`src/rtl/core/tkf_mul.sv`:
```
// ---------------------------------------------------------------------------
// tkf_mul: shared signed multiplier
// 36 x 27 signed product, registered; the result follows in the cycle after the operands.
// ---------------------------------------------------------------------------
`default_nettype none
module tkf_mul (
  input  wire                      clk,
  input  wire  logic signed [35:0] a,
  input  wire  logic signed [26:0] b,
  output logic signed [62:0]       p
);

  // product register, operands sign-extended to the full product width
  always_ff @(posedge clk) begin
    p <= a * b;
  end

endmodule
`default_nettype wire

```
`config.mk`:
```
export PLATFORM = sky130hd
export DESIGN_NAME = tkf_mul
export DESIGN_NICKNAME = d
export VERILOG_FILES = /design/src/rtl/core/tkf_mul.sv
export SDC_FILE = /design/constraint.sdc
export NUM_CORES = 2
export LEC_CHECK = 0
export BUFFER_PORTS_ARGS = -buffer_cell sky130_fd_sc_hd__clkbuf_2
export CORE_MARGIN = 2
export CORE_UTILIZATION = 30
export CTS_CLUSTER_SIZE = 24
export DETAILED_ROUTE_END_ITERATION = 8
export GPL_TIMING_DRIVEN = 0
export HOLD_SLACK_MARGIN = 0.12
export SLEW_MARGIN = 10
export SYNTH_ARGS = -nofsm -noshare
export SYNTH_HDL_FRONTEND = slang
export SYNTH_SLANG_ARGS = --single-unit
```
`constraint.sdc`:
```
create_clock -name clk -period 17.8 [get_ports clk]
set_clock_uncertainty 0.15 [all_clocks]
set_input_delay 1.78 -clock clk [delete_from_list [all_inputs] [get_ports clk]]
set_output_delay 1.78 -clock clk [all_outputs]
set_load 0.005 [all_outputs]
```
---- Word level (Yosys, flattened, before mapping) ----
Cells that the tools add are included.
storage, ports and cells
  register bits after elaboration ......... 63
  input bits .............................. 64
  output and inout bits ................... 63
  logic and storage cells ................. 2
cells by class
  multipliers ............................. 1
operator list
  cell            count
  $mul 36x27->63  1

---- Logic depth before layout (Yosys ltp) ----
  depth in word-level cells ............... 1
  depth in mapped cells ................... 29
  gate-level depth less buffers ........... 26

---- Least setup slack after synthesis ----
OpenSTA, ideal clock, no wires.
  path kind ............................... input -> register
  start ................................... in a[35]
  end ..................................... reg p[59]
  library setup time ...................... 0.093 ns
  arrival time ............................ 8.596 ns
  data required time ...................... 17.557 ns
  slack ................................... 8.961 ns
  stages on the path ...................... 25
  path buffers ............................ 3
  path through ............................ clkbuf_1 -> clkbuf_1 -> nand2_1 -> inv_1 -> fa_1 -> fa_1 -> fa_1 -> ha_1 -> inv_1 -> fa_1 -> inv_1 -> fa_1 -> fa_1 -> ha_1 -> clkbuf_1 -> a21o_1 -> a21o_1 -> a21oi_1 -> nor2_1 -> a21oi_1 -> o31ai_2 -> o41ai_1 -> o21a_1 -> nand3_1 -> o311ai_2
between the ends
  word-level cells in the longest chain between the ends .. 1
ends and longest elaborated chain
  item                  RTL line  source
  start, declared       8         input wire logic signed [35:0] a,
  $mul 36x27->63        15        p <= a * b;
  end signal, assigned  15
  end, declared         10        output logic signed [62:0] p
Every way passes these cells.

---- Worst setup path in the final report ----
  start ................................... in b[6]
  end ..................................... reg p[59]
between the ends
  word-level cells in the longest chain between the ends .. 1
ends and longest elaborated chain
  item             RTL line  source
  start, declared  9         input wire logic signed [26:0] b,
  $mul 36x27->63   15
Every way passes these cells.

==> metrics.md <==
| Metric | Value |
|---|---|
| RSZ-0062 raised after global routing | no |
| CP max stage delay | 0.72 ns |
| Hold Buf Count CTS | 0 |
| Critical Path Sink Type | flip-flop |
| Mapped Cells | 3,819 |
| Register area share after synthesis | 0.0360 |
| Vias/cell | 4.84 |
| Netlist Area Pre-Place | 0.0351 sq mm |
| Number of global-route vias before repair | 27,500 |
| I/O Pins | 127 |
| Final wirelength | 124,000 um |
| Die area | 0.120 sq mm |
| Num rows | 125 |
| Top flop regs | p (63) |
| Tmin final | 10.60 ns |
| Cell mode on critical path | fa_1 |
| Post-DRT Antenna Nets | 0 |
| Netlist cell types | 55 |
| Total Nets Final | 5,156 |
| Avg Cell Area, Syn | 9.19 sq um |
| Largest net degree at the start of global routing | 12 |
| Placeable core region | 0.116 sq mm |
| Max-Cap Viols | 0 |
| Gr ovfl total | 0 |
| Post-synth EDFFs | 0 |
| Number of setup violations in the final report | 0 |
| DR WL/cell | 22.7 um |
| Register with the most flip-flops | p |
| First-pass GRT wire length | 180,000 um |
| Die width | 346 um |
| #FFs+latches synth | 63 |
| CTS root buffer | clkbuf_16 |
| Number of flip-flops in the largest register | 63 |
| Pre-Repair DR Iteration Count | 6 |
| Postcts setup bufs | 0 |
| Yosys warnings | 0 |
| Outcome | finished, final reports clean |
| P&R area growth vs syn | 7.79% |
| H-tree levels | 3 |
| WP data required | 17.92 ns |
| Final-report hold violation count | 0 |
| Hpwl dp | 106,000 um |
| Mapped Nets | 5,045 |
| CTS tree | done |
| Inserted Clock Buffers | 9 |
| DIE HEIGHT | 346 um |
| Ys flop type | dfxtp_1 |
| Clock Path Buffers | 2 |
| Setup TNS | 0 ns |
| Final period utilization | 0.595 |
| Post-CTS sizing | 0 |
| Critical path data arrival time | 10.72 ns |
| DRC Markers | 0 |
| Port bufs | 100 |
| Slew Viols, Final | 0 |
| Clock transition at the registers of the reported paths | 0.06 ns |
| Layout cell share with drive strength beyond 1 | 0.0351 |
| Via Count | 26,500 |
| Worst-Margin Slew | 1.27 ns |
| Hold crit path type | input pin to flip-flop |
| GR Util All Layers | 0.209 |
| Initial DRC Count | 2,066 |
| Asr flop ratio synth | 0 |
| Nature of the critical path startpoint | input pin |
| Rel. slew slack | 0.154 |
| Worst-path fanout max | 10 |
| Achievable Freq | 0.0944 GHz |
| Clock Sinks | 63 |
| CP max stage cell | fa_1 |
| Starting Density | 0.302 |
| GPL Wtd Cong | 1.01 |
| Critical path class | input pin to flip-flop |
| Initial antenna violation count | 20 |
## layout by cell type, fill, tap and decap left out, types with 9 or more instances in the layout
cell type and instances:
dfxtp_1 63, diode_2 9, ha_1 176, o21ai_0 36, xnor2_1 44, clkbuf_2 103
nor3_1 14, nand2_1 540, clkbuf_1 188, xor2_1 22, nand3_1 12, and2_1 437
fa_1 986, nor2_1 64, clkbuf_16 9, a21o_1 34, a21oi_1 66, inv_1 1027
nand4_1 9
## final timing paths
check	start	end	slack [ns]	cells past startpoint
worst max-delay path	b[6]	p[59]$_DFF_P_	7.20	27
worst min-delay path	a[0]	p[0]$_DFF_P_	1.66	2
## cell usage after synthesis (all sizes together) (9+ instances only)
cell | instances | area share
nor3 | 15 | 0.0023
dfxtp | 63 | 0.036
clkbuf | 190 | 0.020
inv | 1027 | 0.11
o21ai | 38 | 0.0054
nand4 | 9 | 0.0016
and2 | 437 | 0.078
nor2 | 64 | 0.0068
a21o | 34 | 0.0073
nand3 | 12 | 0.0017
nand2 | 540 | 0.058
xor2 | 22 | 0.0055
xnor2 | 44 | 0.011
ha | 176 | 0.063
a21oi | 69 | 0.010
fa | 986 | 0.56
## area by class of cell
type                            instances  area, sq um
Multi-Input combinational cell       2531        29200
Antenna cell                            9         22.5
Sequential cell                        63         1260
Tap cell                             1524         1910
Timing Repair Buffer                  100          500
Buffer                                197          777
Fill cell                           12300        78200
Clock buffer                           11          243
Clock inverter                          5         57.6
Inverter                             1028         3860
## logic make-up after synthesis
family,Yosys count,share of synthesized area
AO/OA/AOI/OAI,193,0.0352
XOR/XNOR,66,0.0165
adder cells (fa/ha/maj),1162,0.625
buffers and inverters,1225,0.132
flip-flops,63,0.0360
AND/OR/NAND/NOR,1110,0.155
## per-layer routing
layer  global-route usage  up-vias  share of wire
met4                0.110       10          0.063
met2                0.338     1281           0.47
met5                    0        -        0.00054
li1                     -    11000              -
met3               0.0443      260          0.095
met1                0.263    13900           0.38
## metrics by stage
step / cell area (sq um) / instances / setup WS, ns / hold WS [ns] / utilization
2_1_floorplan: 35100 / 3819 / 8.96 / 1.76 / -
3_3_place_gp: 37500 / 5443 / 7.07 / 2.00 / 0.323
3_5_place_dp: 37500 / 5443 / 7.02 / 2.00 / 0.323
4_1_cts: 37800 / 5459 / 7.40 / 1.64 / 0.326
5_1_grt: 37800 / 5459 / 6.84 / 1.67 / 0.326
6_report: 37800 / 5468 / 7.20 / 1.66 / 0.326
## worst max-delay path, delay by kind of cell
family                   cells  cell delay, ns
AO/OA/AOI/OAI                8            2.16
adder cells (fa/ha/maj)      8            4.19
AND/OR/NAND/NOR              3            0.64
buffers and inverters        8            1.92
Power is left out: the tool's default activity adds up to more than one toggle a clock period on the data nets, which glitch-free logic cannot reach.
