<file path="config.mk">
export PLATFORM = sky130hd
export DESIGN_NAME = tkf_div
export DESIGN_NICKNAME = d
export VERILOG_FILES = /design/src/rtl/core/tkf_div.sv
export SDC_FILE = /design/constraint.sdc
export NUM_CORES = 1
export LEC_CHECK = 0
export BUFFER_PORTS_ARGS = -buffer_cell sky130_fd_sc_hd__buf_2
export CAP_MARGIN = 20
export CORE_ASPECT_RATIO = 2
export CORE_UTILIZATION = 50
export DETAILED_ROUTE_END_ITERATION = 6
export PLACE_DENSITY = 0.72
export SYNTH_ARGS = -nofsm -noshare
export SYNTH_HDL_FRONTEND = slang
export SYNTH_SLANG_ARGS = --single-unit
</file>
<file path="constraint.sdc">
create_clock -name clk -period 7.8 [get_ports clk]
set_input_delay 0 -clock clk [delete_from_list [all_inputs] [get_ports clk]]
set_output_delay 0 -clock clk [all_outputs]
set_load 0.02 [all_outputs]
</file>
<file path="src/rtl/core/tkf_div.sv">
// ---------------------------------------------------------------------------
// tkf_div: iterative gain divider
// floor(2^24 * num / den) for num <= den, restoring, one bit per cycle.
// ---------------------------------------------------------------------------
`default_nettype none
module tkf_div (
  input  wire               clk,
  input  wire               rst,
  input  wire               start,
  input  wire  logic [31:0] num,
  input  wire  logic [32:0] den,
  output logic              done,
  output logic [24:0]       quo
);

  logic        busy;
  logic        den_zero;
  logic [4:0]  cnt;
  logic [33:0] rem;
  logic [32:0] dv;
  logic        bit_q;
  logic [33:0] rem_sub;

  // trial subtract
  always_comb begin
    bit_q   = (rem >= {1'b0, dv});
    rem_sub = bit_q ? (rem - {1'b0, dv}) : rem;
  end

  // quotient bits from the top
  always_ff @(posedge clk) begin
    done <= 1'b0;
    if (rst) begin
      busy <= 1'b0;
      cnt  <= '0;
    end else if (start) begin
      busy     <= 1'b1;
      cnt      <= '0;
      rem      <= {2'b00, num};
      dv       <= den;
      den_zero <= (den == '0);
      quo      <= '0;
    end else if (busy) begin
      rem <= {rem_sub[32:0], 1'b0};
      quo <= {quo[23:0], bit_q};
      cnt <= cnt + 5'd1;
      if (cnt == 5'd24) begin
        busy <= 1'b0;
        done <= 1'b1;
        // zero denominator gives zero gain
        if (den_zero) quo <= '0;
      end
    end
  end

endmodule
`default_nettype wire

</file>
== After elaboration in Yosys (flattened, before gate mapping) ==
Cells that the tools add are included.

* Reductions and logical operators: 6
* Bitwise gates (word level): 2
* Add/subtract/negate cells: 2
* Equal/unequal tests: 1
* Magnitude comparators: 1
* Muxes and demuxes: 10

{| class="wikitable"
|+ Operator list
! operator !! count
|-
| $mux W25 || 3
|-
| $ge A34 B33 Y1 || 1
|-
| $mux W34 || 1
|-
| $logic_not A33 Y1 || 1
|-
| $mux W33 || 1
|-
| $sub A33 B33 Y33 || 1
|-
| $mux W32 || 1
|-
| $add A5 B1 Y5 const B || 1
|-
| $eq A5 B5 Y1 const B || 1
|-
| $mux W1 || 4
|-
| $reduce_and A2 Y1 || 2
|-
| $reduce_or A3 Y1 || 1
|-
| $not A1 Y1 || 2
|-
| $reduce_bool A2 Y1 || 1
|-
| $reduce_or A2 Y1 || 1
|}

* Bits in registers: 100
* Bits of input ports: 68

== Depth between registers and ports, before layout ==
* Word-level depth: 4
* Mapped depth: 15
* Mapped depth without buffers: 13

== Worst setup path after synthesis ==
No wires, ideal clock.

* Kind: register to register
* From: reg busy
* To: reg quo[0], enable pin
* Path slack: 4.238 ns
* Required time: 7.324 ns
* Stages on the path, launching flop included: 4
* Arrival: 3.086 ns
* Cell sequence: dfxtp_1 clkbuf_1 nor2_1 nor2_1

* Cells in the longest elaborated chain, start to end: 2

{| class="wikitable"
|+ RTL lines
! what !! RTL line !! RTL
|-
| start, declared || 16 || <nowiki>logic busy;</nowiki>
|-
| start signal, assigned || 34 || <nowiki>busy <= 1'b0;</nowiki>
|-
| start signal, assigned || 37 || <nowiki>busy <= 1'b1;</nowiki>
|-
| start signal, assigned || 48 || <nowiki>busy <= 1'b0;</nowiki>
|-
| $reduce_bool A2 Y1 (no source line) || -- ||
|-
| $reduce_and A2 Y1 (no source line) || -- ||
|-
| end signal, assigned || 45 || <nowiki>quo <= {quo[23:0], bit_q};</nowiki>
|-
| end, declared || 13 || <nowiki>output logic [24:0] quo</nowiki>
|}

No other way between the ends.
A chain may end at the register's enable or synchronous reset.

== Worst setup path after layout ==
* From: reg rem[0]
* To: reg rem[30] (data pin)

* Cells in the longest elaborated chain, start to end: 4

{| class="wikitable"
|+ RTL lines
! what !! RTL line !! RTL
|-
| start, declared || 19 || <nowiki>logic [33:0] rem;</nowiki>
|-
| start signal, assigned || 39 || <nowiki>rem <= {2'b00, num};</nowiki>
|-
| start signal, assigned || 44 || <nowiki>rem <= {rem_sub[32:0], 1'b0};</nowiki>
|-
| $sub A33 B33 Y33 or $ge A34 B33 Y1 (tied branches) || 27, 26 ||
|-
| $mux W33 (*) || 27 || <nowiki>rem_sub = bit_q ? (rem - {1'b0, dv}) : rem;</nowiki>
|-
| $mux W34 (*) || 43 || <nowiki>end else if (busy) begin</nowiki>
|-
| $mux W32 (*) || 36 || <nowiki>end else if (start) begin</nowiki>
|}

Every way passes the cells marked *; elsewhere a longest branch is shown, timed or not. The select of a mux whose other input is x is not followed.

==> results_dict.tcl <==
set metrics [dict create \
    antenna_found_initial 0 \
    die_w_um 79.8 \
    worst_clock_skew_ns 0.00931 \
    syn-cell-area_mm2 0.00605 \
    post-cts-setup-buffers 0 \
    grt_max_degree 60 \
    die_area_mm2 0.0126 \
    drv_slew 0 \
    clock-sinks 100 \
    max_slew.worst_pin.slew_ns 0.843 \
    netlist_instances 581 \
    avgViaCountPerCell 5.61 \
    synth_area_per_cell_um2 10.4 \
    arrival_ns 4.05 \
    worstSkewPairLatency_ns 0.35 \
    synth-async-reset-ratio_pct 0 \
    rsz0062_at_grt "no" \
    power_density_mw_per_mm2 207 \
    p_clk_share_pct 28.4 \
    status "finished clean" \
    required_ns 7.91 \
    drt-pass1-iter-count 4 \
    io_buffers 93 \
    tritoncts "built" \
    cts_buffer_depth 2 \
    period_minus_slack_ns 3.94 \
    crit_path_start_kind "flip-flop" \
    drc 0 \
    p_sw_mw 0.497 \
    drt_iter0_drc 240 \
    ir_drop_v 0.000144 \
    core_area_mm2 0.0118 \
    cts_buffers 9 \
    endpoint_kind "flip-flop" \
    power_mw 1.56 \
    start_util_pct 51.4 \
    final_layout_size_suffix_gt1_share_pct 19.5 \
    gp_congestion 0.881 \
    cts_root_buf "clkbuf_16" \
    yosys_most_used_dff "edfxtp_1" \
    hp-class "in2reg" \
    htree_num_levels 3 \
    p_seq_share_pct 42.4 \
    syn2layout_area_growth_pct 25.0 \
    synth_seq_cells 100 \
    path_class "reg2reg" \
    syn_nets 685 \
    ant_nets 0 \
    wl_per_cell_um 17.6 \
    num_antenna_cells 0 \
    rows 56 \
    fin_setup_tns_ns 0 \
    ys_types 58 \
    seq_area_frac_synth_pct 48.5 \
    final_cell_mix "edfxtp_1, buf_2, dlygate4sd3_1" \
    intPower_mw 1.06 \
    layout.nets 836 \
    grt_pass1_wl_um 24700 \
    p_leak_nw 3.15 \
    cts_resized 0 \
    grt_util_all_layers_pct 26.2 \
    fmax_mhz 254 \
    maxSlewHeadroom_pct 43.3 \
    p_comb_share_pct 29.2 \
    min_period_over_period_pct 50.5 \
    die_y_um 158 \
    switching_share_pct 31.8 \
    path_clk_slew_ns 0.08 \
    yosys_warnings 0 \
    drt-total-wl_um 15500 \
    hold_ws_ns 0.0141 \
    grt_overflow_total 0 \
    hold_viol 0 \
    cap_violations 0 \
    place.detailed.hpwl_um 11100 \
    dr_total_vias 4947 \
    fillers 965 \
    path_max_fanout 29 \
    setup_viol 0 \
    synth_edf_count 93 \
    first_global_vias 5208 \
    ios 94 \
]
flip-flops by register name, indices dropped and copies added, names as in the netlist:
signal / flops
quo: 25
busy: 1
cnt: 5
rem: 34
den_zero: 1
done: 1
dv: 33
per-layer routing:
layer | up-vias | share of wire (%) | GRT usage [%]
li1 | 2420 | - | -
met1 | 2349 | 35 | 24.7
met2 | 139 | 59 | 52.7
met3 | 39 | 3.4 | 4.17
met4 | 0 | 3.5 | 11.8
met5 | - | 0 | 0
worst paths after layout:
check,from,endpoint,slack (ns),cells past startpoint
worst min-delay path,num[31],rem[31]$_DFFE_PP_,0.01,3
worst min register to register,cnt[4]$_SDFFE_PP0P_,cnt[4]$_SDFFE_PP0P_,0.55,2
worst max-delay path,rem[0]$_SDFFCE_PN0P_,rem[30]$_DFFE_PP_,3.86,14
worst max register to register,rem[0]$_SDFFCE_PN0P_,rem[30]$_DFFE_PP_,3.86,14
critical path: stages (launching register included):
cell and delay (ns):
edfxtp_1 0.40, inv_1 0.08, ha_1 0.16, inv_1 0.06, fa_1 0.40, a21o_1 0.22, a221oi_2 0.37, a211oi_1 0.17
nor2_1 0.14, o21ai_0 0.17, a211o_1 0.63, buf_4 0.40, or3_1 0.33, o21ai_0 0.11, nor3_2 0.06
area by class of cell:
class	instances	area, um2	share of cell area (%)
clock buffer	9	225	2.98
clock inverter	7	65.1	0.861
inverter	45	169	2.24
multi-input combinational	414	2840	37.6
sequential	100	2930	38.8
tap	145	181	2.40
timing repair buffer	162	1140	15.1
cells in the mapped netlist (4+ instances only):
| master | n | area (um2) |
|---|---|---|
| nor4_1 | 9 | 56.3 |
| a221o_1 | 4 | 40.0 |
| nor3_1 | 4 | 20.0 |
| inv_1 | 44 | 165 |
| a21o_1 | 15 | 113 |
| mux2i_1 | 6 | 60.1 |
| nand2_1 | 31 | 116 |
| and2_1 | 29 | 181 |
| or3_1 | 4 | 25.0 |
| nor3b_1 | 10 | 75.1 |
| mux2_2 | 16 | 180 |
| buf_2 | 4 | 20.0 |
| o21a_1 | 4 | 30.0 |
| nor2_1 | 54 | 203 |
| xnor2_1 | 15 | 131 |
| clkbuf_1 | 13 | 48.8 |
| edfxtp_1 | 93 | 2790 |
| ha_1 | 35 | 438 |
| dfxtp_1 | 7 | 140 |
| o21bai_1 | 5 | 37.5 |
| nand4_1 | 12 | 75.1 |
| nand3_1 | 8 | 40.0 |
| a21oi_1 | 53 | 265 |
| o211ai_1 | 4 | 30.0 |
| a211oi_1 | 5 | 37.5 |
| a211o_1 | 4 | 35.0 |
| xor2_1 | 15 | 131 |
| and3_1 | 6 | 37.5 |
| o21ai_0 | 29 | 145 |
power by group through the flow:
stage          clock (mW)  sequential [mW]  combinational [mW]
5_1_grt             0.470            0.666               0.502
6_report            0.444            0.662               0.456
2_1_floorplan           0            0.677               0.314
3_3_place_gp            0            0.672               0.415
4_1_cts             0.449            0.662               0.454
3_5_place_dp            0            0.673               0.427
logic make-up after synthesis:
group / Yosys count / share of synthesized area (%)
AND/OR/NAND/NOR: 184 / 15.9
AO/OA/AOI/OAI: 142 / 15.1
flip-flops: 100 / 48.5
buffers and inverters: 67 / 4.64
adder cells (fa/ha/maj): 36 / 7.57
XOR/XNOR: 30 / 4.35
multiplexers: 22 / 3.97
what timing repair did:
item	4_1_cts	5_1_grt
hold endpoints to repair	63	0
setup endpoints to repair	0	0
hold buffers	63	0
per-stage QoR:
step,cells,worst slack (ns),utilization [%],instance area (um2)
4_1_cts,882,3.83,64.2,7560
3_3_place_gp,803,4.00,56.4,6640
5_1_grt,882,3.60,64.2,7560
3_5_place_dp,803,3.86,56.4,6640
2_1_floorplan,581,4.24,-,6050
6_report,882,3.86,64.2,7560
No activity file was read; power rests on OpenSTA's default activity.
