<file path="src/rtl/core/tkf_pkg.sv">
// ---------------------------------------------------------------------------
// tkf_pkg: shared constants and helpers for the tilt Kalman fusion block
// Fixed-point constants, register indexes, atan table, saturation helpers.
// ---------------------------------------------------------------------------
`default_nettype none
package tkf_pkg;

  // register indexes on the configuration port
  typedef enum logic [2:0] {
    REG_STEP_PERIOD  = 3'd0,
    REG_PNOISE_ROLL  = 3'd1,
    REG_PNOISE_PITCH = 3'd2,
    REG_MNOISE_ROLL  = 3'd3,
    REG_MNOISE_PITCH = 3'd4,
    REG_GATE_LIMIT   = 3'd5,
    REG_INIT_VAR     = 3'd6
  } reg_index_t;

  // sensor bias removal, Q4.12 and Q24
  localparam logic signed [16:0] BIAS_AX = 17'sd445;
  localparam logic signed [16:0] BIAS_AY = 17'sd21;
  localparam logic signed [16:0] BIAS_AZ = 17'sd694;
  localparam logic signed [29:0] GYRO_BIAS_ROLL  = 30'sd120897;
  localparam logic signed [29:0] GYRO_BIAS_PITCH = 30'sd58485;

  // deg/s Q6 -> rad/s, and rad -> command scale (10/pi) in Q24
  localparam logic signed [26:0] DEG_TO_RAD_Q30 = 27'sd18740330;
  localparam logic signed [26:0] CMD_SCALE_Q24  = 27'sd53403537;
  localparam logic [24:0]        ONE_Q24        = 25'h1000000;

  // register reset values
  localparam logic [15:0] RST_STEP_PERIOD = 16'd655;
  localparam logic [23:0] RST_PNOISE      = 24'd262144;
  localparam logic [23:0] RST_MNOISE_ROLL = 24'd119;
  localparam logic [23:0] RST_MNOISE_PITCH = 24'd419;
  localparam logic [14:0] RST_GATE_LIMIT  = 15'd10650;
  localparam logic [31:0] RST_INIT_VAR    = 32'd262144;

  // CORDIC angle table, rad Q30
  function automatic logic signed [31:0] atan_q30(input logic [4:0] i);
    logic signed [31:0] r;
    case (i)
      5'd0:  r = 32'sd843314857;
      5'd1:  r = 32'sd497837829;
      5'd2:  r = 32'sd263043837;
      5'd3:  r = 32'sd133525159;
      5'd4:  r = 32'sd67021687;
      5'd5:  r = 32'sd33543516;
      5'd6:  r = 32'sd16775851;
      5'd7:  r = 32'sd8388437;
      5'd8:  r = 32'sd4194283;
      5'd9:  r = 32'sd2097149;
      5'd10: r = 32'sd1048576;
      5'd11: r = 32'sd524288;
      5'd12: r = 32'sd262144;
      5'd13: r = 32'sd131072;
      5'd14: r = 32'sd65536;
      5'd15: r = 32'sd32768;
      5'd16: r = 32'sd16384;
      5'd17: r = 32'sd8192;
      5'd18: r = 32'sd4096;
      5'd19: r = 32'sd2048;
      5'd20: r = 32'sd1024;
      5'd21: r = 32'sd512;
      5'd22: r = 32'sd256;
      5'd23: r = 32'sd128;
      default: r = 32'sd0;
    endcase
    return r;
  endfunction

  // clamp to 16 bit signed
  function automatic logic signed [15:0] sat16(input logic signed [39:0] v);
    logic signed [15:0] r;
    if (v > 40'sd32767) r = 16'sh7fff;
    else if (v < -40'sd32768) r = 16'sh8000;
    else r = v[15:0];
    return r;
  endfunction

  // clamp to 32 bit signed
  function automatic logic signed [31:0] sat32(input logic signed [35:0] v);
    logic signed [31:0] r;
    if (v > 36'sh07fffffff) r = 32'sh7fffffff;
    else if (v < -36'sh080000000) r = 32'sh80000000;
    else r = v[31:0];
    return r;
  endfunction

endpackage
`default_nettype wire

</file>
<file path="src/rtl/core/tkf_cordic.sv">
// ---------------------------------------------------------------------------
// tkf_cordic: iterative CORDIC vectoring unit
// atan2(y, x) for x >= 0 in rad Q30, one micro-rotation per cycle.
// ---------------------------------------------------------------------------
`default_nettype none
module tkf_cordic #(
  parameter int STEPS = 16
) (
  input  wire                      clk,
  input  wire                      rst,
  input  wire                      start,
  input  wire  logic signed [32:0] x_in,
  input  wire  logic signed [32:0] y_in,
  output logic                     done,
  output logic signed [31:0]       z
);

  logic               busy;
  logic [4:0]         cnt;
  logic signed [34:0] x;
  logic signed [34:0] y;
  logic signed [34:0] xs;
  logic signed [34:0] ys;

  // shifted copies for this step
  always_comb begin
    xs = x >>> cnt;
    ys = y >>> cnt;
  end

  // rotation sequencer
  always_ff @(posedge clk) begin
    done <= 1'b0;
    if (rst) begin
      busy <= 1'b0;
      cnt  <= '0;
    end else if (start) begin
      x   <= 35'(x_in);
      y   <= 35'(y_in);
      z   <= '0;
      cnt <= '0;
      // zero vector gives angle zero at once
      if (x_in == '0 && y_in == '0) begin
        done <= 1'b1;
      end else begin
        busy <= 1'b1;
      end
    end else if (busy) begin
      if (!y[34]) begin
        x <= x + ys;
        y <= y - xs;
        z <= z + tkf_pkg::atan_q30(cnt);
      end else begin
        x <= x - ys;
        y <= y + xs;
        z <= z - tkf_pkg::atan_q30(cnt);
      end
      cnt <= cnt + 5'd1;
      if (cnt == 5'(STEPS - 1)) begin
        busy <= 1'b0;
        done <= 1'b1;
      end
    end
  end

endmodule
`default_nettype wire

</file>
<file path="config.mk">
export PLATFORM = sky130hd
export DESIGN_NAME = tkf_cordic
export DESIGN_NICKNAME = d
export VERILOG_FILES = /design/src/rtl/core/tkf_pkg.sv /design/src/rtl/core/tkf_cordic.sv
export SDC_FILE = /design/constraint.sdc
export NUM_CORES = 1
export LEC_CHECK = 0
export BUFFER_PORTS_ARGS = -buffer_cell sky130_fd_sc_hd__buf_2
export CELL_PAD_IN_SITES_DETAIL_PLACEMENT = 2
export CELL_PAD_IN_SITES_GLOBAL_PLACEMENT = 2
export CORE_MARGIN = 2
export CORE_UTILIZATION = 43
export CTS_BUF_LIST = sky130_fd_sc_hd__clkbuf_8
export CTS_CLUSTER_DIAMETER = 60
export CTS_CLUSTER_SIZE = 8
export DETAILED_ROUTE_END_ITERATION = 10
export PLACE_DENSITY_LB_ADDON = 0.25
export SYNTH_ARGS = -nofsm -noshare
export SYNTH_HDL_FRONTEND = slang
export SYNTH_SLANG_ARGS = --single-unit
</file>
<file path="constraint.sdc">
create_clock -name clk -period 18.3 [get_ports clk]
set_input_delay 2.745 -clock clk [delete_from_list [all_inputs] [get_ports clk]]
set_output_delay 2.745 -clock clk [all_outputs]
set_load 0.03 [all_outputs]
</file>
Yosys cells after proc, flatten, opt, wreduce, memory -nomap -nowiden
Memory sizes are Yosys's and may differ from the RTL's. A register that Yosys moved wholly into a read port is not among the register bits.
Cells that the tools add are included.
Word-level totals
  memories kept: 2
  bits in read-only memories: 1920
  logic and storage cells: 54
  output and inout port bits: 33
  bits in registers: 109
  input port bits: 69
Cells by class
  shift operators: 2
  reductions and logical operators: 6
  equality and inequality tests: 2
  bitwise logic cells: 1
  add/sub/neg operators: 7
  muxes and demuxes: 28
Memories
  (no name shown): words 32, bits a word 30, rd ports 1, clocked after Yosys merged registers in 1, wr ports 0, line tkf_pkg.sv:42  | case (i)
  (no name shown): words 32, bits a word 30, rd ports 1, clocked after Yosys merged registers in 1, wr ports 0, line tkf_pkg.sv:42
Operators by type and width (count)
  two-way mux 32 bit: 10
  two-way mux 35 bit: 6
  adder 35 bit: 2
  >>> shifter 35 x 5 -> 35 bit: 2
  subtractor 35 bit: 2
  logical NOT 33 bit: 2
  adder 32 bit: 1
  subtractor 32 bit: 1
  two-way mux 5 bit: 4
  two-way mux 1 bit: 8
  adder 5 x 1 -> 5 bit (second input constant): 1
  == test 5 x 4 -> 1 bit (second input constant): 1
  inequality test 2 bit (second input constant): 1
  AND reduction 2 bit: 1
  nonzero test 2 bit: 1
  OR reduction 2 bit: 1
  logical AND 1 bit: 1
  inverter 1 bit: 1

Logic depth before layout (Yosys ltp)
  depth after elaboration: 7
  depth in mapped cells: 33
  depth with buffers taken out: 23

Least setup slack after synthesis
Ideal clock, no wire load.
  kind: in2reg
  start point: in start
  end point: reg busy
  slack: 10359 ps
  arrival: 7861 ps
  setup time: 80 ps
  buffers on the path: 1
  required time: 18220 ps
  cell stages on the path: 4
  cells stage by stage: clkbuf_1 nor2_1 nor2_1 o211a_1
Between the ends
  longest elaborated chain between the ends: 1
Ends and longest elaborated chain
  start: declaration: line tkf_cordic.sv:11  | input wire start,
  inequality test 2 bit (no source line) / two-way mux 1 bit (equally long branches)
  end signal: assignment: line tkf_cordic.sv:35  | busy <= 1'b0;
  end signal: assignment: line tkf_cordic.sv:46  | busy <= 1'b1;
  end signal: assignment: line tkf_cordic.sv:60  | busy <= 1'b0;
  end: declaration: line tkf_cordic.sv:18  | logic busy;
Several ways; a longest one is shown, not always the timed one.
A chain may end at the register's enable or synchronous reset.

Worst setup path after layout
  start point: reg cnt[1]
  end point: reg x[34], data pin
Between the ends
  longest elaborated chain between the ends: 5
Ends and longest elaborated chain
  start: declaration: line tkf_cordic.sv:19  | logic [4:0] cnt;
  start signal: assignment: line tkf_cordic.sv:58  | cnt <= cnt + 5'd1;
  >>> shifter 35 x 5 -> 35 bit (*): line tkf_cordic.sv:28  | ys = y >>> cnt;
  adder 35 bit / subtractor 35 bit (equally long branches): line tkf_cordic.sv:50, tkf_cordic.sv:54
  two-way mux 35 bit (*): line tkf_cordic.sv:49  | if (!y[34]) begin
  two-way mux 35 bit (*): line tkf_cordic.sv:48  | end else if (busy) begin
  two-way mux 35 bit (*): line tkf_cordic.sv:37  | end else if (start) begin
  end signal: assignment: line tkf_cordic.sv:38  | x <= 35'(x_in);
  end signal: assignment: line tkf_cordic.sv:50  | x <= x + ys;
  end signal: assignment: line tkf_cordic.sv:54  | x <= x - ys;
  end: declaration: line tkf_cordic.sv:20  | logic signed [34:0] x;
Every way passes the cells marked *; elsewhere a longest branch is shown, timed or not. The select of a mux whose other input is x is not followed.

==> reports/metrics.cfg <==
[power_and_ir_drop]
power.share.sequential = 0.230
combPwrFrac = 0.634
internal_power_w = 0.00116
clkPwrFrac = 0.136
power_density_nw_per_um2 = 117
p_switching_w = 0.00115
ir_worst_vdd_uv = 82.7
leakagePower_nw = 7.57
sw_frac_of_total = 0.497

[setup_path]
worstPathArrival_ns = 8.50
cp_cell_sequence = buf_4, buf_4, mux4_1, mux2_2, or3b_1, o311ai_0, o211a_1, nand3_1, inv_1, nor2_1, xnor2_1, ha_1, a2111oi_0, a21oi_1, o211ai_1, a21boi_0, a221oi_1, o21ai_0, o31ai_1, a21oi_1, xnor2_1, o21ai_0
slowest_delay_ns = 0.80
required_ns = 18.58
critPathKind = flip-flop to flip-flop
startpoint_type = flip-flop
worst-path-buf-inv = 3
crit_family = compound AO/OA/AOI/OAI gates
crit_path_end_kind = flip-flop
crit_slowest_cell = buf_4
path_max_fanout = 64

[detailed_routing]
ant_nets = 0
viasPerCell = 6.74
drc_errors = 0
wl_mm = 80.5
vias = 18811
drtIter0Drc = 1694
first_pass_iters = 5
wl_per_cell_um = 28.9

[finish]
seqCellArea_um2 = 3820
multi_input_area_um2 = 13900
nNetsFinal = 2375
nFillCells = 4803
area_growth_pct = 6.10
utilization = 0.461
n_antenna_cell = 0
drive_gt1_frac = 0.138

[sta]
tightest_slew_ns = 1.28
tns_ns = 0
hold_violations = 0
fmax_mhz = 122
rsz0062_at_grt = false
fin_crit_ns = 8.23
finalCritPeriodShare = 0.449
fin_skew_ns = 0.0416
max_slew_margin = 0.136
drv_slew = 0
setup_viol = 0

[floorplan]
pin_count = 102
die_x_um = 212
core_um2 = 42900
rows = 76
start_util = 0.434
die_h_um = 212
dieArea_um2 = 45000

[synth]
synth.avg_cell_area_um2 = 8.55
ys_types = 95
synth.net_count = 2361
synth_top_cell_by_area = edfxtp_1
netlist.area_leader.share = 0.164
async_flop_share = 0
seq_area_frac_synth = 0.204
ys.flop_type = edfxtp_1
synthTopCellsByArea = edfxtp_1 16%, mux4_2 8.2%, ha_1 7.5%
syn-cell-area_um2 = 18600
synth-seq-cells = 139
synth_edf_count = 102
ys_warn_count = 0
synthCells = 2178

[run_status]
status = finished, final reports clean

[grt]
grt-ovfl-total = 0
track_usage = 0.362
grt_max_degree = 91
first_global_vias = 20094
grt_pass1_wl_mm = 124
antenna_found_initial = 1

[clocking]
cts_tree = yes
clkLatencyLatePin_ns = 0.59
cts_num_sinks = 139
cts_buffers = 17
clkTransAtPathRegs_ns = 0.12
cts_setup_buffers = 0
root_buffer = clkbuf_8
clock_path_buffers = 2
cts_htree_levels = 4
hold_buffers = 0
cts_resized = 0

[placement]
place.gp.congestion = 0.973
hpwl_mm = 61.1
numPortBuffers = 101

[hold_path]
min_path_type = flip-flop to flip-flop

[run]
cap_violations = 0

power groups by stage:
stage | clock network, W | registers, W | logic (W)
2_1_floorplan | 0 | 0.000496 | 0.00102
3_3_place_gp | 0 | 0.000526 | 0.00134
3_5_place_dp | 0 | 0.000531 | 0.00142
4_1_cts | 0.000320 | 0.000525 | 0.00144
5_1_grt | 0.000330 | 0.000532 | 0.00159
6_report | 0.000313 | 0.000532 | 0.00146
final timing paths:
check | startpoint | endpoint | slack, ns | depth (start not counted)
setup / recovery | cnt[1] | x[34] | 10.08 | 22
hold / removal | busy | busy | 0.71 | 1
setup reg to reg | cnt[1] | x[34] | 10.08 | 22
hold reg to reg | busy | busy | 0.71 | 1
cell families after synthesis:
kind of cell / synth area share
compound gates: 0.228
xor+xnor: 0.0741
fa+ha+maj: 0.0778
buf+inv: 0.0507
flops: 0.204
mux: 0.186
simple gates: 0.180
layout make-up:
cell class	instances	share of cell area
Multi-Input combinational cell	1853	0.703
Sequential cell	139	0.193
Tap cell	585	0.0370
Timing Repair Buffer	119	0.0325
Clock buffer	18	0.0125
Inverter	62	0.0118
Clock inverter	14	0.0102
synth_stat cells, types with 7 or more instances:
library cell  count
a211o_1          10
a211oi_1         23
a21o_1           44
a21oi_1         183
a221oi_1         13
a22oi_1          14
a31o_2            7
a31oi_1          24
and2_1           13
and3_1           24
buf_1            15
buf_2            23
buf_4            12
buf_6            12
clkbuf_1         56
dfxtp_1          37
edfxtp_1        102
ha_1            111
inv_1            58
mux2_2           42
mux2i_1          98
mux4_1           16
mux4_2           68
nand2_1         205
nand2b_1         33
nand3_1          38
nand4_1          10
nor2_1          213
nor2b_1          25
nor3_1           45
nor4_1           29
o211ai_1         23
o21a_1           24
o21ai_0         150
o21bai_1         11
o22ai_1          26
o31ai_1          13
or2_2            13
or3_1            15
xnor2_1         107
xor2_1           48
cells in the final DEF (no fill, tap or decap), types with 38 or more instances in the layout:
cell,Yosys,final
xor2_1,48,48
nand2_1,205,205
nor3_1,45,45
mux2_2,42,42
buf_2,23,100
a21oi_1,183,183
nand3_1,38,38
mux2i_1,98,98
a21o_1,44,44
o21ai_0,150,150
nor2_1,213,212
ha_1,111,111
inv_1,58,61
mux4_2,68,68
xnor2_1,107,107
edfxtp_1,102,102
metal layers:
layer	track usage	vias up	wire length (µm)
met3	0.0579	223	5250
met4	0.185	0	4280
met1	0.449	9514	32600
li1	-	8308	-
met2	0.609	766	38400
met5	0	-	0
through the flow:
stage	total power [W]	setup slack, ns	area (µm²)	cells	hold WS [ns]
after global placement	0.00187	10.79	19300	2758	0.678
after CTS	0.00229	10.27	19800	2790	0.717
final	0.00231	10.08	19800	2790	0.710
after detailed placement	0.00195	10.35	19300	2758	0.703
after global routing	0.00246	9.56	19800	2790	0.752
after floorplan	0.00151	10.36	18600	2178	0.643
No activity file was read; power rests on OpenSTA's default activity.
