## config.mk

```make
export PLATFORM = sky130hd
export DESIGN_NAME = tkf_isqrt
export DESIGN_NICKNAME = d
export VERILOG_FILES = /design/src/rtl/core/tkf_isqrt.sv
export SDC_FILE = /design/constraint.sdc
export NUM_CORES = 1
export LEC_CHECK = 0
export ABC_AREA = 1
export ABC_CLOCK_PERIOD_IN_PS = 13800
export BUFFER_PORTS_ARGS = -buffer_cell sky130_fd_sc_hd__buf_4
export CORE_ASPECT_RATIO = 0.6
export CORE_UTILIZATION = 55
export CTS_CLUSTER_DIAMETER = 100
export DETAILED_ROUTE_END_ITERATION = 7
export GPL_TIMING_DRIVEN = 0
export PLACE_DENSITY_LB_ADDON = 0.08
export RECOVER_POWER = 25
export SLEW_MARGIN = 15
export SYNTH_ARGS = -nofsm -noshare
export SYNTH_HDL_FRONTEND = slang
export SYNTH_SLANG_ARGS = --single-unit
```

## constraint.sdc

```tcl
create_clock -name clk -period 13.8 [get_ports clk]
set_clock_uncertainty 0.05 [all_clocks]
set_input_delay 1.38 -clock clk [delete_from_list [all_inputs] [get_ports clk]]
set_output_delay 1.38 -clock clk [all_outputs]
set_load 0.05 [all_outputs]
```

## src/rtl/core/tkf_isqrt.sv

```systemverilog
// ---------------------------------------------------------------------------
// tkf_isqrt: iterative integer square root
// Floor square root of a 62-bit value, one result bit per cycle.
// ---------------------------------------------------------------------------
`default_nettype none
module tkf_isqrt (
  input  wire               clk,
  input  wire               rst,
  input  wire               start,
  input  wire  logic [61:0] value,
  output logic              done,
  output logic [30:0]       root
);

  logic        busy;
  logic [4:0]  cnt;
  logic [61:0] data;
  logic [34:0] rem;
  logic [34:0] rem_sh;
  logic [34:0] trial;

  // next partial remainder and trial subtrahend
  always_comb begin
    rem_sh = {rem[32:0], data[61:60]};
    trial  = {2'b00, root, 2'b01};
  end

  // digit recurrence
  always_ff @(posedge clk) begin
    done <= 1'b0;
    if (rst) begin
      busy <= 1'b0;
      cnt  <= '0;
    end else if (start) begin
      busy <= 1'b1;
      cnt  <= '0;
      data <= value;
      rem  <= '0;
      root <= '0;
    end else if (busy) begin
      data <= {data[59:0], 2'b00};
      if (rem_sh >= trial) begin
        rem  <= rem_sh - trial;
        root <= {root[29:0], 1'b1};
      end else begin
        rem  <= rem_sh;
        root <= {root[29:0], 1'b0};
      end
      cnt <= cnt + 5'd1;
      if (cnt == 5'd30) begin
        busy <= 1'b0;
        done <= 1'b1;
      end
    end
  end

endmodule
`default_nettype wire

```

=== After elaboration in Yosys (flattened, before gate mapping) ===
Cells that the tools add are included.

* Flip-flop bits (word level): 133
* Output and inout bits: 32
* Input bits: 65

* Eq/ne operators: 1
* Bitwise operators: 2
* Mux-type cells: 10
* $add $sub $neg: 2
* $lt $le $gt $ge: 1
* Reduce and logical (&&, ||, !) cells: 4

{| class="wikitable"
|+ Operators with widths
! operator !! number
|-
| 62-bit two-way mux || 2
|-
| 33-bit two-way mux || 2
|-
| 35-bit by 33-bit >= comparator with 1-bit output || 1
|-
| 33-bit subtractor || 1
|-
| 31-bit two-way mux || 1
|-
| 5-bit by 1-bit adder with 5-bit output (second input constant) || 1
|-
| 5-bit equality test (second input constant) || 1
|-
| 1-bit two-way mux || 5
|-
| 3-bit OR reduction || 1
|-
| 1-bit NOT || 2
|-
| 2-bit AND reduction || 1
|-
| 2-bit nonzero test || 1
|-
| 2-bit OR reduction || 1
|}

=== Depth between registers and ports, before layout ===
Gate-level depths: netlist of run 1.

* Depth in word-level cells: 4
* Depth in mapped cells: 16
* Depth with buffers taken out: 15

=== Worst setup path after synthesis of run 1 ===
Ideal clock, no wire load.

* Path type: input -> register
* Start: input port start
* End: register data[0], enable pin
* Cell stages on the path: 4
* Arrival time: 7.974 ns
* Required time: 13.094 ns
* Setup slack: 5.120 ns
* Cells stage by stage: clkbuf_1 > inv_1 > clkbuf_1 > a21oi_1

* Cells in the longest elaborated chain, start to end: 2

{| class="wikitable"
|+ RTL lines
! item !! RTL line !! source
|-
| start, declared || 9 || <nowiki>input wire start,</nowiki>
|-
| 2-bit nonzero test (no line) || - ||
|-
| 2-bit AND reduction (no line) || - ||
|-
| end signal, assigned || 37 || <nowiki>data <= value;</nowiki>
|-
| end signal, assigned || 41 || <nowiki>data <= {data[59:0], 2'b00};</nowiki>
|-
| end, declared || 17 || <nowiki>logic [61:0] data;</nowiki>
|}

Every way passes these cells.
A chain may end at the register's enable or synchronous reset.

=== Worst setup path in the final report of run 1 ===
* Start: input port start
* End: register rem[17], enable pin

* Cells in the longest elaborated chain, start to end: 2

{| class="wikitable"
|+ RTL lines
! item !! RTL line !! source
|-
| 2-bit nonzero test (no line) || - ||
|-
| 2-bit AND reduction (no line) || - ||
|-
| end signal, assigned || 43 || <nowiki>rem <= rem_sh - trial;</nowiki>
|-
| end signal, assigned || 46 || <nowiki>rem <= rem_sh;</nowiki>
|-
| end, declared || 18 || <nowiki>logic [34:0] rem;</nowiki>
|}

Every way passes these cells.

==> results of run 1 <==
==> synthesized netlist by cell type, types with 4 or more instances <==
library cell,n,area [um2]
buf_6,4,45.0
ha_1,35,438
xor2_1,15,131
nand3_1,49,245
nand2_1,497,1870
dfxtp_1,7,140
and2_1,5,31.3
nand3b_1,4,30.0
nor2_2,14,87.6
edfxtp_1,126,3780
clkbuf_1,17,63.8
nor2_1,138,518
o21ai_0,5,25.0
a21oi_1,22,110
nand4_1,11,68.8
inv_1,198,743
nor3_1,5,25.0
==> state kept, by name, summed over array words and instances (netlist names) <==
name / count
busy: 1
root: 31
done: 1
cnt: 5
data: 62
rem: 33
==> kinds of logic after synthesis <==
group,after synthesis
DFF,133
and+or+nand+nor,734
AOI/OAI and AO/OA,32
xor gates and xnor gates,15
adders and majority gates,35
buffers and inverters,227
==> worst min-delay path: stages, from the launching register on <==
cell and delay (ns):
edfxtp_1 0.32, nand2_1 0.05, nand2_1 0.04
==> stage by stage <==
stage	area, um2	worst slack [ns]	total power [mW]	utilization
floorplan	8540	5.12	0.725	-
global placement	9500	2.24	0.818	0.642
detailed placement	9640	9.99	0.822	0.651
CTS	10200	10.41	1.30	0.691
global route	10100	9.45	1.35	0.682
finish	10100	9.63	1.30	0.682
==> path summary, 6_finish.rpt <==
path	from	to	depth (start not counted)	slack (ns)
max	start	rem[17]$_SDFFCE_PP0P_	7	9.63
min	data[4]$_DFFE_PP_	data[6]$_DFFE_PP_	2	0.45
max reg2reg	root[14]$_SDFFCE_PP0P_	rem[15]$_SDFFCE_PP0P_	14	10.07
min reg2reg	data[4]$_DFFE_PP_	data[6]$_DFFE_PP_	2	0.45
==> area by class of cell <==
cell class,instances,area share
Buffer,28,0.0149
Clock buffer,18,0.0425
Clock inverter,14,0.0166
Inverter,199,0.0745
Multi-Input combinational cell,816,0.367
Sequential cell,133,0.389
Tap cell,198,0.0245
Timing Repair Buffer,100,0.0709
==> power breakdown <==
part           internal [mW]  switching [mW]
combinational          0.104           0.223
sequential             0.481          0.0132
clock                  0.273           0.203
==> routing by layer <==
metal  vias to the layer above  share of wire  global-route usage
met2                       363           0.37               0.430
met3                        18           0.11              0.0791
met1                      3556           0.50               0.522
li1                       3850              -                   -
met4                         0         0.0072              0.0546
met5                         -              0                   0
==> run metrics, run 1 <==
Worst path max stage delay=1.39 ns; Pre-Repair DR Iteration Count=5; die outline width=163 um; CTS Buffer Depth=2; syn nets=approximately 1300; required time worst endpoint=13.89 ns; crit path DAT=roughly 4.3 ns; TritonCTS clock tree=built; buffer count from post-CTS setup fixing=0; PortBufs=95; crit path max fanout=25; crit path cell chain=clkbuf_1 > inv_1 > clkbuf_1 > a21oi_1 > buf_12 > buf_12 > buf_16; number of flops mapped to enable cells by yosys=between 100 and 150; root buffer selected by CTS=clkbuf_16; adder-cell share of the synthesized area=0.0513; hold buffers post-CTS=0; worst hold path class=reg -> reg; footprint of the multi-input gates=around 3700 um2; final net count=between 1000 and 1500; first-pass GRT wire length=about 38 mm; Worst Setup Start Kind=input port; initial DRC count=roughly 970; vias=around 7800; clock slew at the register clock pins of the worst setup and hold paths=approximately 0.070 ns; flops & latches, synth=between 100 and 150; power density cells=around 130 nW/um2; largest family of logic cells by synthesized area=simple AND/OR/NAND/NOR gates; CTS sink cnt=between 100 and 150; most common cell after layout, fill and taps aside=nand2_1; Mapped Cells=1176; failing checks=capacitance limit, slew limit; CP Class=in -> reg; compound-cell area share of the yosys netlist=0.0204; cell total after placement=1474; H-tree Lvls=4; Fmax=240 MHz; Final Hold Viols=0; detailed placer's ending HPWL=18.6 mm; leakage=5.21 nW; number of distinct library cells after synthesis=32; total track usage=0.322; Starting Density=0.577; synthesized cell area=between 8000 and 9000 um2; max-cap violations=1; max-slew violation count=13; critical path endpoint category=flop; yosys warns=0; Clk Latency, worst-skew pair=0.43 ns; RSZ-0062 raised after global routing=false; most frequent cells in the layout=nand2_1 (497), inv_1 (198), nor2_1 (139), edfxtp_1 (126), buf_4 (63); area delta synth->final=18.2%; Post-Synth XOR/XNOR Area=0.0154; ANT nets after route=0; vias in the first global route=about 7200; Via density=~5.2; Synth Area in Simple Gates=0.348; Wirelength per Cell=16.1 um; WL final=between 20 and 25 mm; Rows=34; Post-route DRC=0; VDD IR max=0.0000689 V; Register Area=around 3900 um2; Async S/R FF share, synth=0; Finished Layout Cells=~1500; WP buf/inv=6; Hold Worst Slack=about 0.45 ns; die area=approximately 16000 um2; outcome=finished with violations; Num CTS Buffers=17; mux cell area share after synthesis=0; Die Ht=roughly 99 um; Final period util=0.302; family with the most delay on the worst path=buffers and inverters; antenna violations before repair=1; minimum clock period after layout=~4.2 ns; sequential element share of the synthesized area=0.459; largest net degree at the start of global routing=26; CORE AREA=14800 um2; fraction of layout cells with a size suffix above 1=0.101; ANT cells=0; Crit-path slowest cell=a21oi_1; Fillers=between 1000 and 1500; synthesized area per cell=about 7.3 um2; setup TNS=0 ns; Max-slew headroom=-0.116; ys flop type=edfxtp_1; # resized after CTS=0; gr ovfl total=0; Final setup viols=0; Least-Margin Pin Slew=1.67 ns; routability cong.=slightly below 1; # IOs=97
No activity file was read; power rests on OpenSTA's default activity.
==> inputs of run 2 (changes only) <==
ABC_AREA = 0   (was 1)
ABC_CLOCK_PERIOD_IN_PS = 3600   (was 13800)
CORE_UTILIZATION = 53   (was 55)
clock period = 3.6 ns   (was 13.8 ns; I/O delays follow)
==> run 2 against run 1 <==
The flow now finishes without violations. Die area down 10%. Wire length is 26% lower. First-iteration DRC count is 42% lower. Critical endpoint is now rem[22]$_SDFFCE_PP0P_.
==> run metrics, run 2 <==
worst r2r dst=rem[22]$_SDFFCE_PP0P_; power density cells=542 nW/um2 (+320%); CP Class=reg -> reg; RSZ-0062 raised after global routing=false; # resized after CTS=0 (unchanged); crit path max fanout=10 (-60%); number of distinct library cells after synthesis=66 (+110%); Pwr Total=4.88 mW (+280%); Starting Density=0.543 (-0.0342); CTS sink cnt=133 (unchanged); worst hold path class=in -> reg; Final setup viols=0 (unchanged); area delta synth->final=21.9%; Area after DPL=8480 um2 (-12%); critical path endpoint category=flop; Post-route DRC=0 (unchanged); WL final=17.9 mm (-26%); Async S/R FF share, synth=0 (unchanged); Pre-Repair DR Iteration Count=5 (unchanged); required time worst endpoint=3.74 ns (-10.15 ns); cell with the most instances after synthesis=edfxtp_1; Least-Margin Pin Slew=0.887 ns (-0.786 ns); Rows=33 (-2.9%); net switching power=1.38 mW (+220%); Num CTS Buffers=17 (unchanged); Clock power frac=0.398 (+0.031); crit path DAT=3.55 ns (-0.71 ns); Internal Pwr Total=3.50 mW (+310%); sequential element share of the synthesized area=0.531 (+0.0712); logic gate share of total power=0.213 (-0.039); Area contributors post-synth=edfxtp_1 (51%), mux2_2 (9.1%), ha_1 (5.9%); Clk Latency, worst-skew pair=0.42 ns (about the same); first-pass GRT wire length=28.7 mm (-25%); Post-synth top cells=edfxtp_1 (126), mux2_2 (60), nor2_1 (60), nand2_1 (55), a21oi_1 (48); CORE AREA=13600 um2 (-8.0%); leakage=3.52 nW (-32%); flops & latches, synth=133 (unchanged); clock slew at the register clock pins of the worst setup and hold paths=0.06 ns (about the same); hold buffers post-CTS=0 (unchanged); ys flop type=edfxtp_1; number of flops mapped to enable cells by yosys=126 (unchanged); yosys warns=0 (unchanged); max-slew violation count=0 (-13); initial DRC count=565 (-42%); die area=14400 um2 (-10%); final core occ=0.661 (-0.0205); fraction of layout cells with a size suffix above 1=0.230 (+0.129); VDD IR max=0.000360 V (+420%); Reg-to-Reg Start=rem[23]$_SDFFCE_PP0P_; crit path capture=rem[22]$_SDFFCE_PP0P_; cell total after placement=931 (-37%); Design Area, Final=9010 um2 (-11%); outcome=finished, final reports clean; CP startpoint=rem[23]$_SDFFCE_PP0P_; Finished Layout Cells=962 (-36%); Fmax=~300 MHz; most frequent cells in the layout=edfxtp_1 (126), buf_4 (66), nor2_1 (60), mux2_2 (59), nand2_1 (55); area leader, netlist=edfxtp_1; setup TNS=0 ns (unchanged); Via density=5.76 (+11%); Synth top area share=0.512 (+0.0687); synthesized area per cell=11.3 um2 (+55%); vias=5537 (-29%); synthesized cell area=7390 um2 (-13%); total track usage=0.265 (-0.0578); Reg2Reg Depth=9 (-5); final net count=875 (-37%); Seq pwr share=0.388 (+0.007); max FFs per register=62 (unchanged); buffer count from post-CTS setup fixing=0 (unchanged); die outline width=154 um (-5.1%); Final period util=0.946; ANT nets after route=0 (unchanged); Die Ht=93.5 um (-5.1%); minimum clock period after layout=about 3.4 ns; Max-slew headroom=0.401 (+0.517); Mapped Cells=656 (-44%); vias in the first global route=5309 (-26%); Top Registers=data: 62 flops, rem: 33 flops, root: 31 flops; switching share of power=0.284 (-0.0545); H-tree Lvls=4 (unchanged); max-cap violations=0 (-1); detailed placer's ending HPWL=13.0 mm (-30%); Worst Setup Start Kind=flop; root buffer selected by CTS=clkbuf_16; R2R setup slack=0.19 ns (-9.88 ns); ANT cells=0 (unchanged); syn nets=756 (-41%); Wirelength per Cell=18.6 um (+15%); CTS Buffer Depth=2 (unchanged); antenna violations before repair=0 (-1); PortBufs=95 (unchanged); TritonCTS clock tree=built; gr ovfl total=0 (unchanged); Final Hold Viols=0 (unchanged); # IOs=97 (unchanged); largest net degree at the start of global routing=26 (unchanged); routability cong.=0.963 (-2.5%); Biggest register=data; most common cell after layout, fill and taps aside=edfxtp_1
## run 2: cell types whose count changed after synthesis, moves of 14 or more
cell     previous run  this run
nor2_1            138        60
nor2_2             14         0
nand3_1            49        18
nand2_1           497        55
a21oi_1            22        48
mux2_2              0        60
o21ai_0             5        19
inv_1             198        45
## run 2: how the worst min path moves through the flow
stage                              from               endpoint  depth (start not counted)
finish                         value[0]  data[0]$_SDFFCE_PN0P_                          2
global route                   value[0]  data[0]$_SDFFCE_PN0P_                          2
CTS                            value[0]  data[0]$_SDFFCE_PN0P_                          2
detailed placement  cnt[4]$_SDFFE_PP0P_        done$_SDFF_PP0_                          2
global placement    cnt[4]$_SDFFE_PP0P_    cnt[4]$_SDFFE_PP0P_                          2
floorplan           cnt[4]$_SDFFE_PP0P_        done$_SDFF_PP0_                          2
## run 2: worst max-delay path: stages (launching register included)
cell and delay [ns]:
edfxtp_1 0.42, ha_1 0.40, a21oi_1 0.33, nand2_1 0.12, a21oi_1 0.31, nand3_1 0.21, o211ai_2 0.39, nand2_1 0.19
clkbuf_1 0.32, a211oi_2 0.43
## run 2: final cells by class
type / instances / area [um2]
buffer: 27 / 126
clock buffer: 17 / 425
clock inverter: 14 / 224
fill: 1074 / 4610
inverter: 46 / 173
multi-input combinational: 450 / 3190
sequential: 133 / 3920
tap: 175 / 219
timing repair buffer: 100 / 731
## run 2: through the flow
| step | hold slack [ns] | setup slack, ns |
|---|---|---|
| final | 0.178 | 0.194 |
| after global routing | 0.174 | 0.0591 |
| after CTS | 0.166 | 0.113 |
| after global placement | 0.445 | -1.24 |
| after detailed placement | 0.455 | 0.146 |
| after floorplan | 0.417 | 0.112 |
## run 2: layer usage
| layer | vias to the layer above | wire [um] | track usage | part of all wire |
|---|---|---|---|---|
| met5 | - | 0 | 0 | 0 |
| met4 | 0 | 127 | 0.0594 | 0.0071 |
| met3 | 16 | 1510 | 0.0677 | 0.084 |
| met2 | 223 | 7440 | 0.378 | 0.42 |
| met1 | 2633 | 8810 | 0.399 | 0.49 |
| li1 | 2665 | - | - | - |
## run 2: cell families after synthesis
family	after synthesis	synth area share
buffers and inverters	73	0.0403
XOR/XNOR	21	0.0249
AND/OR/NAND/NOR	189	0.121
flip-flops	133	0.531
multiplexers	63	0.0954
adder cells (fa/ha/maj)	35	0.0592
AO/OA/AOI/OAI	142	0.128
## run 2: power groups by stage
stage               combinational (mW)  clock (mW)  sequential (mW)
CTS                               1.04        1.96             1.90
finish                            1.04        1.94             1.90
global route                      1.14        2.03             1.91
floorplan                        0.669           0             1.99
detailed placement                1.03           0             1.93
global placement                 0.987           0             1.93
==> inputs of run 3 (changes only) <==
CAP_MARGIN = 20   (was default)
PLACE_DENSITY_LB_ADDON = 0.25   (was 0.08)
==> run 3 against run 2 <==
Core utilization shrank 0.51 points. Die area is the same. Largest power group is now sequential cells. Via count grew 3.6%. Final cell count grew 0.10%. Flip-flop and latch count is the same. Register-to-register slack lost 0.02 ns. Sequential power is essentially flat. Wire length grew 4.6%. Global-route usage grew 0.92 points. Non-clock buffer count is the same. Critical endpoint is now rem[20]$_SDFFCE_PP0P_. Critical path depth grew 4. Highest routed layer unchanged.
==> run metrics, run 3 (synthesis results as in run 2) <==
# IOs=97 (unchanged); max-slew violation count=0 (unchanged); Least-Margin Pin Slew=0.909 ns (+0.0223 ns); setup TNS=0 ns (unchanged); Die Ht=93.5 um (unchanged); power density cells=523 nW/um2 (-3.5%); required time worst endpoint=3.78 ns (+0.04 ns); buffer count from post-CTS setup fixing=0 (unchanged); Biggest register=data; Final setup viols=0 (unchanged); crit path max fanout=10 (unchanged); antenna violations before repair=0 (unchanged); gr ovfl total=0 (unchanged); final core occ=0.656 (-0.00505); Worst Setup Start Kind=flop; Final Hold Viols=0 (unchanged); leakage=3.50 nW (-0.72%); Final period util=0.952 (+0.00561); Post-route DRC=0 (unchanged); Hold Worst Slack=0.168 ns (-0.0104 ns); first-pass GRT wire length=29.6 mm (+3.2%); clock slew at the register clock pins of the worst setup and hold paths=0.07 ns (about the same); Clk Latency, worst-skew pair=0.43 ns (about the same); CTS sink cnt=133 (unchanged); detailed placer's ending HPWL=13.4 mm (+3.7%); Rows=33 (unchanged); largest net degree at the start of global routing=26 (unchanged); root buffer selected by CTS=clkbuf_16; Hold Path Stages=2 (unchanged); WL final=18.7 mm (+4.6%); total track usage=0.274 (+0.00916); Fillers=1084 (+0.93%); TritonCTS clock tree=built; ANT nets after route=0 (unchanged); RSZ-0062 raised after global routing=false; Wirelength per Cell=19.4 um (+4.5%); CTS Buffer Depth=2 (unchanged); hold buffers post-CTS=0 (unchanged); H-tree Lvls=4 (unchanged); Worst path max stage delay=0.41 ns (-0.02 ns); Pre-Repair DR Iteration Count=5 (unchanged); VDD IR max=0.000292 V (-19%); die area=14400 um2 (unchanged); most common cell after layout, fill and taps aside=edfxtp_1; die outline width=154 um (unchanged); CP Class=reg -> reg; Area after DPL=8480 um2 (unchanged); Crit-path slowest cell=o211ai_2; Via density=5.96 (+3.5%); Max-slew headroom=0.390 (-0.0108); crit path DAT=3.60 ns (+0.05 ns); initial DRC count=559 (-1.1%); Starting Density=0.543 (unchanged); PortBufs=95 (unchanged); worst hold path class=in -> reg; area delta synth->final=20.9%; Design Area, Final=8940 um2 (-0.76%); most frequent CP cell=a21oi_1; Num CTS Buffers=17 (unchanged); crit path cell chain=inv_1 > ha_1 > buf_4 > a21o_1 > a21oi_1 > o2bb2ai_1 > nand3_1 > o211ai_2 > and2_4 > buf_6 > buf_2 > nand2_1 > a21oi_1; max-cap violations=0 (unchanged); Reg2Reg Depth=13 (+4); routability cong.=0.906 (-5.9%); max FFs per register=62 (unchanged); CORE AREA=13600 um2 (unchanged); vias=5737 (+3.6%); outcome=finished, final reports clean; vias in the first global route=5584 (+5.2%); most frequent cells in the layout=edfxtp_1 (126), buf_4 (66), nor2_1 (60), mux2_2 (57), nand2_1 (55); ANT cells=0 (unchanged); critical path endpoint category=flop; fraction of layout cells with a size suffix above 1=0.227 (-0.00283); Fmax=292 MHz (-0.59%); minimum clock period after layout=3.43 ns (+0.0202 ns); Top Registers=data: 62 flops, rem: 33 flops, root: 31 flops; final net count=875 (unchanged)
-- run 3: cell types whose count changed in the layout (fill, tap and decap cells not counted), sizes merged --
cell	before	now
clkinvlp	1	0
inv	48	55
bufinv	5	0
-- run 3: path summary, 6_finish.rpt --
kind	endpoint	slack [ns]	startpoint
hold reg to reg	done$_SDFF_PP0_	0.47	cnt[4]$_SDFFE_PP0P_
setup / recovery	rem[20]$_SDFFCE_PP0P_	0.17	root[12]$_SDFFCE_PP0P_
hold / removal	data[0]$_SDFFCE_PN0P_	0.17	value[0]
setup reg to reg	rem[20]$_SDFFCE_PP0P_	0.17	root[12]$_SDFFCE_PP0P_
-- run 3: area by class of cell --
type	instances	area (um2)	share of cell area
plain buffers	27	126	0.0141
clock buffers	17	425	0.0476
clock inverters	15	160	0.0179
inverters	46	173	0.0193
multi-input cells	450	3180	0.356
flip-flops and latches	133	3920	0.439
well taps	175	219	0.0245
repair buffers	100	731	0.0817
-- run 3: what timing repair did --
action                                  CTS  global route
resized for setup                         0             2
endpoints found under the setup margin    0             3
endpoints found under the hold margin     0             0
-- run 3: critical path, delay by kind of cell, from the launching register on --
family / cells / cell delay, ns
AOI/OAI and AO/OA: 5 / 1.31
buffers and inverters: 4 / 0.72
and+or+nand+nor: 3 / 0.51
DFF: 1 / 0.40
adders and majority gates: 1 / 0.23
-- run 3: layer usage --
metal | wire length [um] | part of all wire | GRT usage
met3 | 1430 | 0.077 | 0.0491
met5 | 0 | 0 | 0
met4 | 379 | 0.020 | 0.101
met1 | 8820 | 0.47 | 0.394
met2 | 8080 | 0.43 | 0.414
-- run 3: through the flow --
step           worst slack (ns)  std cells  power [mW]
2_1_floorplan             0.112        656        2.65
3_3_place_gp              -1.23        926        2.92
3_5_place_dp              0.300        931        2.97
4_1_cts                   0.229        963        4.69
5_1_grt                  0.0148        963        4.85
6_report                  0.174        963        4.68
-- run 3: where the power goes --
group | internal (mW) | switching [mW]
Clock | 0.929 | 0.799
Sequential | 1.84 | 0.0491
Combinational | 0.415 | 0.641
Total | 3.19 | 1.49
